[config.mk]
export PLATFORM = sky130hd
export DESIGN_NAME = pidw_div
export DESIGN_NICKNAME = d
export VERILOG_FILES = /design/src/hdl/pidw_pkg.sv /design/src/hdl/pidw_div.sv
export SDC_FILE = /design/constraint.sdc
export NUM_CORES = 1
export LEC_CHECK = 0
export BUFFER_PORTS_ARGS = -buffer_cell sky130_fd_sc_hd__buf_2
export CORE_AREA = 2 2 131 133
export DETAILED_ROUTE_END_ITERATION = 10
export DIE_AREA = 0 0 133 135
export MAX_ROUTING_LAYER = met4
export PLACE_DENSITY = 0.66
export SLEW_MARGIN = 30
export SYNTH_ARGS = -nofsm -noshare
export SYNTH_HDL_FRONTEND = slang
export SYNTH_SLANG_ARGS = --single-unit
[constraint.sdc]
create_clock -name clk -period 9.2 [get_ports clk]
set_input_delay 2.3 -clock clk [delete_from_list [all_inputs] [get_ports clk]]
set_output_delay 2.3 -clock clk [all_outputs]
set_load 0.005 [all_outputs]
[src/hdl/pidw_pkg.sv]
// ----------------------------------------------------------------------------
// pidw_pkg
// Shared types, widths, register indexes and clamp helpers for the PID loop.
// ----------------------------------------------------------------------------
package pidw_pkg;

  localparam int unsigned DVD_W = 49;  // divider dividend and quotient width
  localparam int unsigned DVS_W = 33;  // divider divisor and remainder width

  localparam logic [2:0] REG_GAIN_P      = 3'd0;
  localparam logic [2:0] REG_GAIN_I      = 3'd1;
  localparam logic [2:0] REG_GAIN_D      = 3'd2;
  localparam logic [2:0] REG_WRAP_ENABLE = 3'd3;
  localparam logic [2:0] REG_WRAP_LOW    = 3'd4;
  localparam logic [2:0] REG_WRAP_HIGH   = 3'd5;

  localparam logic [31:0] Q_MAX = 32'h7FFF_FFFF;
  localparam logic [31:0] Q_MIN = 32'h8000_0000;

  typedef struct packed {
    logic              action;
    logic signed [31:0] target;
    logic signed [31:0] measured;
    logic [31:0]        elapsed;
  } pidw_in_t;

  typedef struct packed {
    logic signed [31:0] drive;
    logic               saturated;
  } pidw_out_t;

  typedef struct packed {
    logic        clip;
    logic [31:0] val;
  } clip32_t;

  typedef struct packed {
    logic        clip;
    logic [47:0] val;
  } clip48_t;

  function automatic clip32_t clip32(input logic signed [50:0] x);
    clip32_t r;
    r.clip = 1'b0;
    r.val  = x[31:0];
    if (x > 51'sd2147483647) begin
      r.clip = 1'b1;
      r.val  = Q_MAX;
    end else if (x < -51'sd2147483648) begin
      r.clip = 1'b1;
      r.val  = Q_MIN;
    end
    return r;
  endfunction

  function automatic clip48_t clip48(input logic signed [50:0] x);
    clip48_t r;
    r.clip = 1'b0;
    r.val  = x[47:0];
    if (x > 51'sd140737488355327) begin
      r.clip = 1'b1;
      r.val  = 48'h7FFF_FFFF_FFFF;
    end else if (x < -51'sd140737488355328) begin
      r.clip = 1'b1;
      r.val  = 48'h8000_0000_0000;
    end
    return r;
  endfunction

endpackage

[src/hdl/pidw_div.sv]
// ----------------------------------------------------------------------------
// pidw_div
// Restoring unsigned divider, one quotient bit per cycle, done pulse at end.
// ----------------------------------------------------------------------------
module pidw_div
  import pidw_pkg::*;
(
  input  logic             clk,
  input  logic             rst_n,
  input  logic             start,
  input  logic [DVD_W-1:0] dividend,
  input  logic [DVS_W-1:0] divisor,
  output logic             done,
  output logic [DVD_W-1:0] quotient,
  output logic [DVS_W-1:0] remainder
);

  localparam int unsigned CNT_W = $clog2(DVD_W + 1);
  localparam logic [CNT_W-1:0] CNT_LAST = CNT_W'(DVD_W - 1);

  logic             busy_r;
  logic             done_r;
  logic [CNT_W-1:0] cnt_r;
  logic [DVD_W-1:0] quo_r;
  logic [DVS_W-1:0] rem_r;
  logic [DVS_W-1:0] dvs_r;
  logic [DVS_W:0]   trial;
  logic [DVS_W:0]   diff;
  logic             take;

  always_comb begin
    trial = {rem_r, quo_r[DVD_W-1]};
    diff  = trial - {1'b0, dvs_r};
    take  = (trial >= {1'b0, dvs_r});
  end

  always_ff @(posedge clk) begin
    if (!rst_n) begin
      busy_r <= 1'b0;
      done_r <= 1'b0;
      cnt_r  <= '0;
    end else begin
      done_r <= 1'b0;
      if (start) begin
        busy_r <= 1'b1;
        cnt_r  <= '0;
        quo_r  <= dividend;
        rem_r  <= '0;
        dvs_r  <= divisor;
      end else if (busy_r) begin
        quo_r <= {quo_r[DVD_W-2:0], take};
        rem_r <= take ? diff[DVS_W-1:0] : trial[DVS_W-1:0];
        cnt_r <= cnt_r + 1'b1;
        if (cnt_r == CNT_LAST) begin
          busy_r <= 1'b0;
          done_r <= 1'b1;
        end
      end
    end
  end

  assign done      = done_r;
  assign quotient  = quo_r;
  assign remainder = rem_r;

endmodule

Yosys cells after proc, flatten, opt, wreduce, memory -nomap -nowiden
Cells that the tools add are included.

Bits in registers: 123. Logic and storage cells: 25. Input bits: 85. Output and inout bits: 83.

Order comparisons: 1. Muxes and demuxes: 8. Add/sub/neg operators: 2. Bitwise operators: 2. Equality and inequality tests: 1. Reduce and logical (&&, ||, !) cells: 5.

Operator list (count): $mux W49 (2); $mux W33 (2); $ge A34 B33 Y1 (1); $sub A33 B33 Y33 (1); $add A6 B1 Y6 const B (1); $eq A6 B6 Y1 const B (1); $mux W1 (4); $reduce_and A2 Y1 (2); $reduce_or A3 Y1 (1); $not A1 Y1 (2); $reduce_bool A2 Y1 (1); $reduce_or A2 Y1 (1).

Longest topological paths before layout
Gate-level depths: netlist (run 1).

Depth after elaboration: 4. Mapped depth: 15. Gate-level depth less buffers: 13.

Worst setup path after synthesis (run 1)
No wires, ideal clock.

Path type: in2reg. From: input port start. To: register quo_r[0] (netlist: quotient[0]) (enable). Arrival: 4.505 ns. Slack: 4.247 ns. Cell stages on the path: 2. Cell sequence: clkbuf_1 o21a_1.

Cells in the longest elaborated chain, start to end: 2.

RTL lines: from (decl) (line pidw_div.sv:10) `input logic start,`; $reduce_bool A2 Y1 (no source line); $reduce_and A2 Y1 (no source line); to (signal assigned) (line pidw_div.sv:47) `quo_r <= dividend;`; to (signal assigned) (line pidw_div.sv:51) `quo_r <= {quo_r[DVD_W-2:0], take};`; to (decl) (line pidw_div.sv:24) `logic [DVD_W-1:0] quo_r;`.

No other way between the ends. A chain may end at the register's enable or synchronous reset.

Worst setup path in the final report (run 1)
From: input port start. To: register dvs_r[8] (enable).

Cells in the longest elaborated chain, start to end: 1.

RTL lines: $reduce_and A2 Y1 (no source line); to (signal assigned) (line pidw_div.sv:49) `dvs_r <= divisor;`; to (decl) (line pidw_div.sv:26) `logic [DVS_W-1:0] dvs_r;`.

No other way between the ends.

==> results.cfg, run 1 <==
[run_status]
status = completed

[power_and_ir_drop]
power.density_nw_per_um2 = 209
vdd_drop_max_mv = 0.143
p_total_mw = 1.80
leakagePower_nw = 3.68

[critical_path]
worst-path-max-fanout = 36
max_stage_delay_ns = 0.75
crit_chain = buf_2, and2_1, buf_4
critPathBufInv = 2
r2r-start = quotient[48]
crit_type = in2reg
cp_slowest_cell = and2_1
start_kind = input pin
cp.required_ns = 9.30
cp-end-kind = flop
path_delay_family = buffers and inverters
arrival_ns = 4.07
crit_start = start

[timing]
final.setup.worst_slack_ns = 5.24
finalSetupViolCount = 0
fin_skew_ns = 0.00815
hold_violations = 0
maxSlewViolCount = 0
setup_tns_ns = 0
finalCritPeriodShare = 0.431
worstMarginPinSlew_ns = 0.790
relSlewSlack = 0.473
fmaxAchievable_mhz = 252
post-route-min-period_ns = 3.96
rsz0062_at_grt = no

[clock_tree]
post_cts_resized = 0
holdBufCountCts = 0
clockBufferDepth = 2
clock-sinks = 123
clkTransAtPathRegs_ns = 0.06
post-cts-setup-buffer-count = 0
htreeDepth = 4
clk_latency_ns = 0.43
cts_tree = yes
numCtsBuffers = 17
cts_root_buffer = clkbuf_16

[synthesis]
yosysSeqAreaShare = 0.516
synth_area_leaders = edfxtp_1 49%, mux2_2 7.9%, ha_1 6.3%
synth_top_cell_area_share = 0.493
syn-cell-area_um2 = 7000
synthDistinctLibCells = 63
yosysWarnings = 0
async_reset_ff_frac = 0
synth_cells = 600
syn-num-nets = 721
synth_edf_count = 115
syn_avg_cell_area_um2 = 11.7
yosys.area.top_type = edfxtp_1
ys_ff_latch = 123
synthFlopType = edfxtp_1

[global_routing]
grt_remaining_overflow = 0
gr-usage-all-layers = 0.199
grt_pass1_wl_um = 27000
grt_start_max_net_pins = 49
antenna_found_initial = 1
grt_pass1_vias = 5413

[routing]
ant_nets = 0
dr.pass1.iters = 5
routedWlPerCell_um = 16.7
viasPerCell = 5.25
drtIter0Drc = 345
num_vias = 5242
routed_wl_um = 16700
drc = 0

[floorplan]
die_h_um = 135
start_util = 0.427
die-area_um2 = 18000
die_w_um = 133
num_io_pins = 168
rows = 47
core_um2 = 16400

[finish]
syn_to_final_growth_pct = 23.0
final_layout_size_suffix_gt1_frac = 0.339
fin_nets = 886
n_fill_cell = 1492
utilization = 0.525

[placed_design]
gp_congestion = 0.922
place.port_buffers = 167
place_ws_ns = 4.70
dp_hpwl_um = 12100

[worst_hold_path]
worstHoldStart = cnt_r[5]
hp-class = reg2reg

[run]
drv_cap = 0
==> path summary, 6_finish.rpt <==
| check | endpoint | slack, ns | depth (start not counted) |
|---|---|---|---|
| hold reg to reg | cnt_r[5] | 0.52 | 2 |
| setup / recovery | dvs_r[8] | 5.24 | 3 |
| setup reg to reg | remainder[30] | 5.99 | 13 |
| hold / removal | cnt_r[5] | 0.52 | 2 |
==> per-layer routing <==
layer / GRT usage / part of all wire / vias up
met1: 0.233 / 0.44 / 2479
met2: 0.318 / 0.47 / 190
met3: 0.0657 / 0.074 / 23
met4: 0.0795 / 0.020 / 0
met5: - / 0 / -
li1: - / - / 2550
==> cells in the final DEF (no fill, tap or decap), types with 6 or more instances in the layout <==
| cell type | instances |
|---|---|
| xnor2_1 | 17 |
| a21oi_1 | 44 |
| clkbuf_16 | 17 |
| nand4_1 | 11 |
| nor2_1 | 61 |
| xor2_1 | 13 |
| a21o_1 | 9 |
| o211ai_1 | 6 |
| dfxtp_1 | 8 |
| edfxtp_1 | 115 |
| buf_2 | 167 |
| mux2i_1 | 30 |
| o21ai_1 | 10 |
| inv_1 | 51 |
| nand2_1 | 27 |
| mux2_2 | 49 |
| ha_1 | 35 |
| o21ai_0 | 15 |
==> cell usage after synthesis, types with 5 or more instances <==
master and instances:
clkbuf_1 6, o21ai_1 10, buf_6 6, dfxtp_1 8, xnor2_1 17, o21ai_0 15, a211oi_2 5, o21a_1 5
a21o_1 9, mux2i_1 30, o31ai_1 5, a21oi_1 44, nor2_1 61, inv_1 51, buf_2 6, nand4_1 11
xor2_1 13, nand2_1 27, o211ai_1 6, ha_1 35, mux2_2 49, edfxtp_1 115
==> registers in the layout, indices dropped and copies added (netlist names) <==
register / flops
cnt_r: 6
quotient: 49
dvs_r: 33
busy_r: 1
remainder: 33
done: 1
==> metrics by stage <==
step | cells | hold slack [ns] | cell area (µm²)
6_report | 999 | 0.521 | 8610
2_1_floorplan | 600 | 0.458 | 7000
3_3_place_gp | 965 | 0.467 | 7970
5_1_grt | 999 | 0.536 | 8610
4_1_cts | 998 | 0.520 | 8600
3_5_place_dp | 966 | 0.508 | 8000
==> cell type report <==
class / count / area, µm² / area share
Inverter: 51 / 191 / 0.0222
Sequential cell: 123 / 3610 / 0.420
Clock buffer: 18 / 429 / 0.0499
Timing Repair Buffer: 170 / 878 / 0.102
Multi-Input combinational cell: 402 / 3050 / 0.354
Tap cell: 220 / 275 / 0.0320
Antenna cell: 1 / 2.50 / 0.000291
Clock inverter: 14 / 170 / 0.0198
==> tightest hold or removal path, delay by kind of cell (launching register included) <==
| kind | cells | cell delay [ns] |
|---|---|---|
| AOI/OAI and AO/OA | 2 | 0.15 |
| DFF | 1 | 0.32 |
==> kinds of logic after synthesis <==
family / share of synthesized area
XOR/XNOR: 0.0375
adder cells (fa/ha/maj): 0.0654
AO/OA/AOI/OAI: 0.123
flip-flops: 0.516
AND/OR/NAND/NOR: 0.0851
buffers and inverters: 0.0508
multiplexers: 0.122
==> power breakdown <==
group	leakage [nW]	total, mW	switching [mW]	internal (mW)
clock network	0.286	0.683	0.257	0.426
registers	1.16	0.698	0.0276	0.671
logic	2.23	0.415	0.230	0.185
total	3.68	1.80	0.514	1.28
(Power assumes the default switching activity.)
==> inputs of run 2 (changes only) <==
==> constraint.sdc (replaced) <==
create_clock -name clk -period 3.7 [get_ports clk]
set_input_delay 0.925 -clock clk [delete_from_list [all_inputs] [get_ports clk]]
set_output_delay 0.925 -clock clk [all_outputs]
set_load 0.005 [all_outputs]
==> run 2 against run 1 <==
  * Cell count is 0.30% higher
  * Largest cell class unchanged
  * Worst setup slack worse by 4.7 ns
  * Via count is 0.25% higher
  * First-iteration DRC count is 14% higher
  * Design area is 0.17% higher
  * Clock power is 140% higher
  * Highest routed layer unchanged
  * Clock skew is 0.0061 ns higher
  * Non-clock buffer count is 4 higher
  * Critical endpoint is now remainder[30]
==> results.cfg, run 2 (synthesized netlist as in run 1, its figures left out) <==
[critical_path]
cp-end-kind = flop
crit_type = reg2reg
arrival_ns = 3.30
worst-path-max-fanout = 3
start_kind = flop
cp.required_ns = 3.87

[routing]
num_vias = 5255
dr.pass1.iters = 6
drtIter0Drc = 392
routedWlPerCell_um = 16.8
viasPerCell = 5.24
routed_wl_um = 16900
drc = 0
ant_nets = 0

[power_and_ir_drop]
power.density_nw_per_um2 = 515
leakagePower_nw = 3.70
vdd_drop_max_mv = 0.363

[timing]
worstMarginPinSlew_ns = 0.598
maxSlewViolCount = 0
post-route-min-period_ns = 3.13
hold_violations = 0
finalCritPeriodShare = 0.845
finalSetupViolCount = 0
setup_tns_ns = 0
fmaxAchievable_mhz = 320
relSlewSlack = 0.601
rsz0062_at_grt = no
fin_skew_ns = 0.0142

[floorplan]
num_io_pins = 168
core_um2 = 16400
die-area_um2 = 18000
die_w_um = 133
start_util = 0.427
rows = 47
die_h_um = 135

[worst_hold_path]
hp-class = reg2reg

[finish]
largest_reg_flops = 49
syn_to_final_growth_pct = 23.2
final_layout_size_suffix_gt1_frac = 0.344
mostFrequentLayoutCells = 167 x buf_2, 115 x edfxtp_1, 61 x nor2_1
final_common_cell = buf_2
n_antenna_cell = 0
fin_cells = 1002
fin_nets = 890

[clock_tree]
post-cts-setup-buffer-count = 0
numCtsBuffers = 17
clkTransAtPathRegs_ns = 0.07
holdBufCountCts = 0
cts_tree = yes
cts_root_buffer = clkbuf_16
clock-sinks = 123
htreeDepth = 4
post_cts_resized = 0
clk_latency_ns = 0.43
clockBufferDepth = 2

[placed_design]
placedCellCount = 970
dp_hpwl_um = 12300
gp_congestion = 0.919
place.port_buffers = 167

[global_routing]
grt_pass1_wl_um = 27000
antenna_found_initial = 0
grt_pass1_vias = 5474
grt_start_max_net_pins = 49
grt_remaining_overflow = 0
gr-usage-all-layers = 0.199

[run]
drv_cap = 0

[run_status]
status = completed
## run 2: cell type report
type                            count  area (µm²)
Inverter                           51         191
Fill cell                        1469        7790
Multi-Input combinational cell    402        3040
Clock inverter                     14         146
Clock buffer                       18         429
Sequential cell                   123        3610
Tap cell                          220         275
Timing Repair Buffer              174         926
## run 2: report_power, final
| group | switching, mW | total (mW) | internal, mW | leakage (nW) |
|---|---|---|---|---|
| sequential | 0.0670 | 1.73 | 1.67 | 1.16 |
| clock | 0.648 | 1.64 | 0.992 | 0.278 |
| combinational | 0.585 | 1.06 | 0.478 | 2.25 |
## run 2: final timing paths
| kind | start | endpoint | slack [ns] | depth (start not counted) |
|---|---|---|---|---|
| worst max-delay path | quotient[48] | remainder[30] | 0.57 | 13 |
| worst min register to register | cnt_r[5] | cnt_r[5] | 0.49 | 2 |
| worst max register to register | quotient[48] | remainder[30] | 0.57 | 13 |
| worst min-delay path | cnt_r[5] | cnt_r[5] | 0.49 | 2 |
## run 2: critical path: stages, from the launching register on
cell	delay [ns]
edfxtp_1	0.40
inv_1	0.08
ha_1	0.15
inv_1	0.05
fa_1	0.39
a21oi_1	0.24
o211ai_1	0.13
o211ai_1	0.17
nand3_2	0.16
a41oi_2	0.28
o21ai_1	0.15
and4_1	0.25
o31ai_1	0.31
o21ai_1	0.11
## run 2: through the flow
step           cell area (µm²)  worst slack [ns]  hold WS [ns]  total power, mW  utilization
2_1_floorplan             7000             0.122         0.458             2.53            -
3_3_place_gp              8050             0.686         0.468             2.79        0.490
3_5_place_dp              8050             0.595         0.481             2.82        0.490
4_1_cts                   8620             0.594         0.491             4.47        0.525
5_1_grt                   8620             0.309         0.532             4.65        0.525
6_report                  8620             0.572         0.488             4.44        0.525
## run 2: metal layers
metal  track usage  up-vias  wire length, µm
met4        0.0669        0              240
met1         0.228     2472             7220
li1              -     2547                -
met5             -        -                0
met3        0.0679       26             1360
met2         0.328      210             8030
==> inputs of run 3 (changes only) <==
--- a/config.mk
+++ b/config.mk
@@ -10,7 +10,7 @@
 export DETAILED_ROUTE_END_ITERATION = 10
 export DIE_AREA = 0 0 133 135
 export MAX_ROUTING_LAYER = met4
-export PLACE_DENSITY = 0.66
+export PLACE_DENSITY = 0.68
 export SLEW_MARGIN = 30
 export SYNTH_ARGS = -nofsm -noshare
 export SYNTH_HDL_FRONTEND = slang
==> constraint.sdc (replaced) <==
create_clock -name clk -period 2.7 [get_ports clk]
set_input_delay 0.675 -clock clk [delete_from_list [all_inputs] [get_ports clk]]
set_output_delay 0.675 -clock clk [all_outputs]
set_load 0.005 [all_outputs]
==> run 3 against run 2 <==
  * The flow now finishes with violations (negative setup slack)
  * Routed wire length rose by 5.2%
  * Cell count is 8.6% higher
  * Design area increased by 9.7%
  * Sequential power is 37% higher
  * First-iteration DRC count down 21%
  * Worst setup slack worse by 0.60 ns
  * Clock power is 40% higher
  * Clock skew is essentially flat
  * Critical path depth down 2
==> results.cfg, run 3 (synthesized netlist as in run 1, its figures left out) <==
[clock_tree]
clockBufferDepth = 2
clkTransAtPathRegs_ns = 0.06
htreeDepth = 4
cts_root_buffer = clkbuf_16
clk_latency_ns = 0.43
clock-sinks = 123
cts_tree = yes
numCtsBuffers = 17

[critical_path]
r2r-start = remainder[20]
r2r-end = remainder[7]
r2r_cells = 11
endpoint = remainder[7]
cp.required_ns = 2.87
max_stage_delay_ns = 0.40
crit_type = reg2reg
rrSetupSlack_ns = -0.03
cp_slowest_cell = edfxtp_1
crit_chain = ha_1, nand2_1, o21ai_0, nor2_2, nand3_2, nand2_2, a21oi_2, o21a_4, buf_12, mux2i_1, nor2_1
crit_start = remainder[20]
cp.depth = 11
start_kind = flop
path_delay_family = compound AO/OA/AOI/OAI gates
critPathBufInv = 1
arrival_ns = 2.90
worst-path-max-fanout = 12
cp-end-kind = flop

[routing]
drc = 0
dr_wl_met3_um = 1220
drtIter0Drc = 309
routed_wl_um = 17700
routed.top_layer = met4
routedWlPerCell_um = 16.3
dr.pass1.iters = 5
wl_met1_um = 7590
ant_nets = 0
wl_met2_um = 8580
viasPerCell = 5.16
num_vias = 5610

[timing]
fin_skew_ns = 0.0141
finalCritPeriodShare = 1.01
post-route-min-period_ns = 2.73
relSlewSlack = 0.687
final.setup.worst_slack_ns = -0.0273
fmaxAchievable_mhz = 367
rsz0062_at_grt = yes
finalSetupViolCount = 18
worstMarginPinSlew_ns = 0.464
timing.hold.ws_ns = 0.418
maxSlewViolCount = 0
setup_tns_ns = -0.259
hold_violations = 0

[finish]
n_fill_cell = 1394
utilization = 0.576
fin_nets = 975
final_layout_size_suffix_gt1_frac = 0.433
fin_cells = 1088
final_common_cell = buf_2
syn_to_final_growth_pct = 35.1
mostFrequentLayoutCells = 167 x buf_2, 115 x edfxtp_1, 85 x buf_4
largest_reg_flops = 49

[placed_design]
place.port_buffers = 167
dp_hpwl_um = 13000
placedCellCount = 1044
gp_congestion = 0.924
place_ws_ns = -0.0815

[floorplan]
rows = 47
die_w_um = 133
die_h_um = 135
die-area_um2 = 18000
core_um2 = 16400
start_util = 0.427
num_io_pins = 168

[run_status]
violations = negative setup slack
status = complete, but fails checks

[power_and_ir_drop]
sw_frac_of_total = 0.295
leakagePower_nw = 4.15
netSwitchingPower_mw = 1.91
p_clk_frac = 0.354
comb_power_share = 0.280
power.density_nw_per_um2 = 685
vdd_drop_max_mv = 0.488
cellInternalPower_mw = 4.57
seq_power_share = 0.366

[run]
drv_cap = 0

[global_routing]
antenna_found_initial = 1
grt_pass1_vias = 5696
gr-usage-all-layers = 0.210
grt_remaining_overflow = 0
grt_start_max_net_pins = 53
grt_pass1_wl_um = 28300

[worst_hold_path]
holdPathStages = 1
hp-class = in2reg
[run 3: cell count changes in the layout (fill, tap and decap cells not counted), moves of 2 or more]
cell     before  now
nor2_2        0    2
buf_6         0    2
a21oi_1      44   41
nor2_1       61   57
buf_4         4   85
ha_1         35   30
nor2_4        0    2
ha_4          0    4
o21ai_0      15   12
o21ai_1      10   12
a21oi_2       1    4
[run 3: what timing repair did]
action / in CTS / in global routing
setup buffers: 5 / 5
setup endpoints to repair: 33 / 34
gates resized for setup: 7 / 24
hold buffers: 0 / 0
pin swaps: 11 / 14
gates cloned: 1 / 0
[run 3: worst min-delay path by stage]
stage	startpoint	end	slack [ns]
floorplan	cnt_r[5]	cnt_r[5]	0.46
global placement	cnt_r[5]	cnt_r[5]	0.47
detailed placement	cnt_r[5]	cnt_r[5]	0.48
CTS	divisor[24]	dvs_r[24]	0.40
global route	divisor[26]	dvs_r[26]	0.40
finish	divisor[27]	dvs_r[27]	0.42
[run 3: cell type report]
class | instances | area [µm²] | share of cell area
diodes | 1 | 2.50 | 0.000265
multi-input cells | 402 | 3180 | 0.336
well taps | 220 | 275 | 0.0291
clock inverters | 15 | 165 | 0.0175
repair buffers | 259 | 1600 | 0.170
clock buffers | 17 | 425 | 0.0450
flip-flops and latches | 123 | 3610 | 0.382
inverters | 51 | 191 | 0.0202
[run 3: per-layer routing]
layer	track usage	vias up
met1	0.250	2649
li1	-	2725
met5	-	-
met2	0.340	210
met4	0.0806	0
met3	0.0619	26
[run 3: power by group through the flow]
stage | sequential, mW | clock, mW | combinational, mW
after global routing | 2.39 | 2.41 | 2.00
after global placement | 2.40 | 0 | 1.66
after detailed placement | 2.40 | 0 | 1.68
after floorplan | 2.40 | 0 | 1.06
after CTS | 2.37 | 2.34 | 1.74
final | 2.37 | 2.29 | 1.82
[run 3: through the flow]
step	area [µm²]	total power [mW]
3_5_place_dp	8620	4.08
6_report	9460	6.48
5_1_grt	9460	6.80
3_3_place_gp	8620	4.06
2_1_floorplan	7010	3.46
4_1_cts	9300	6.44
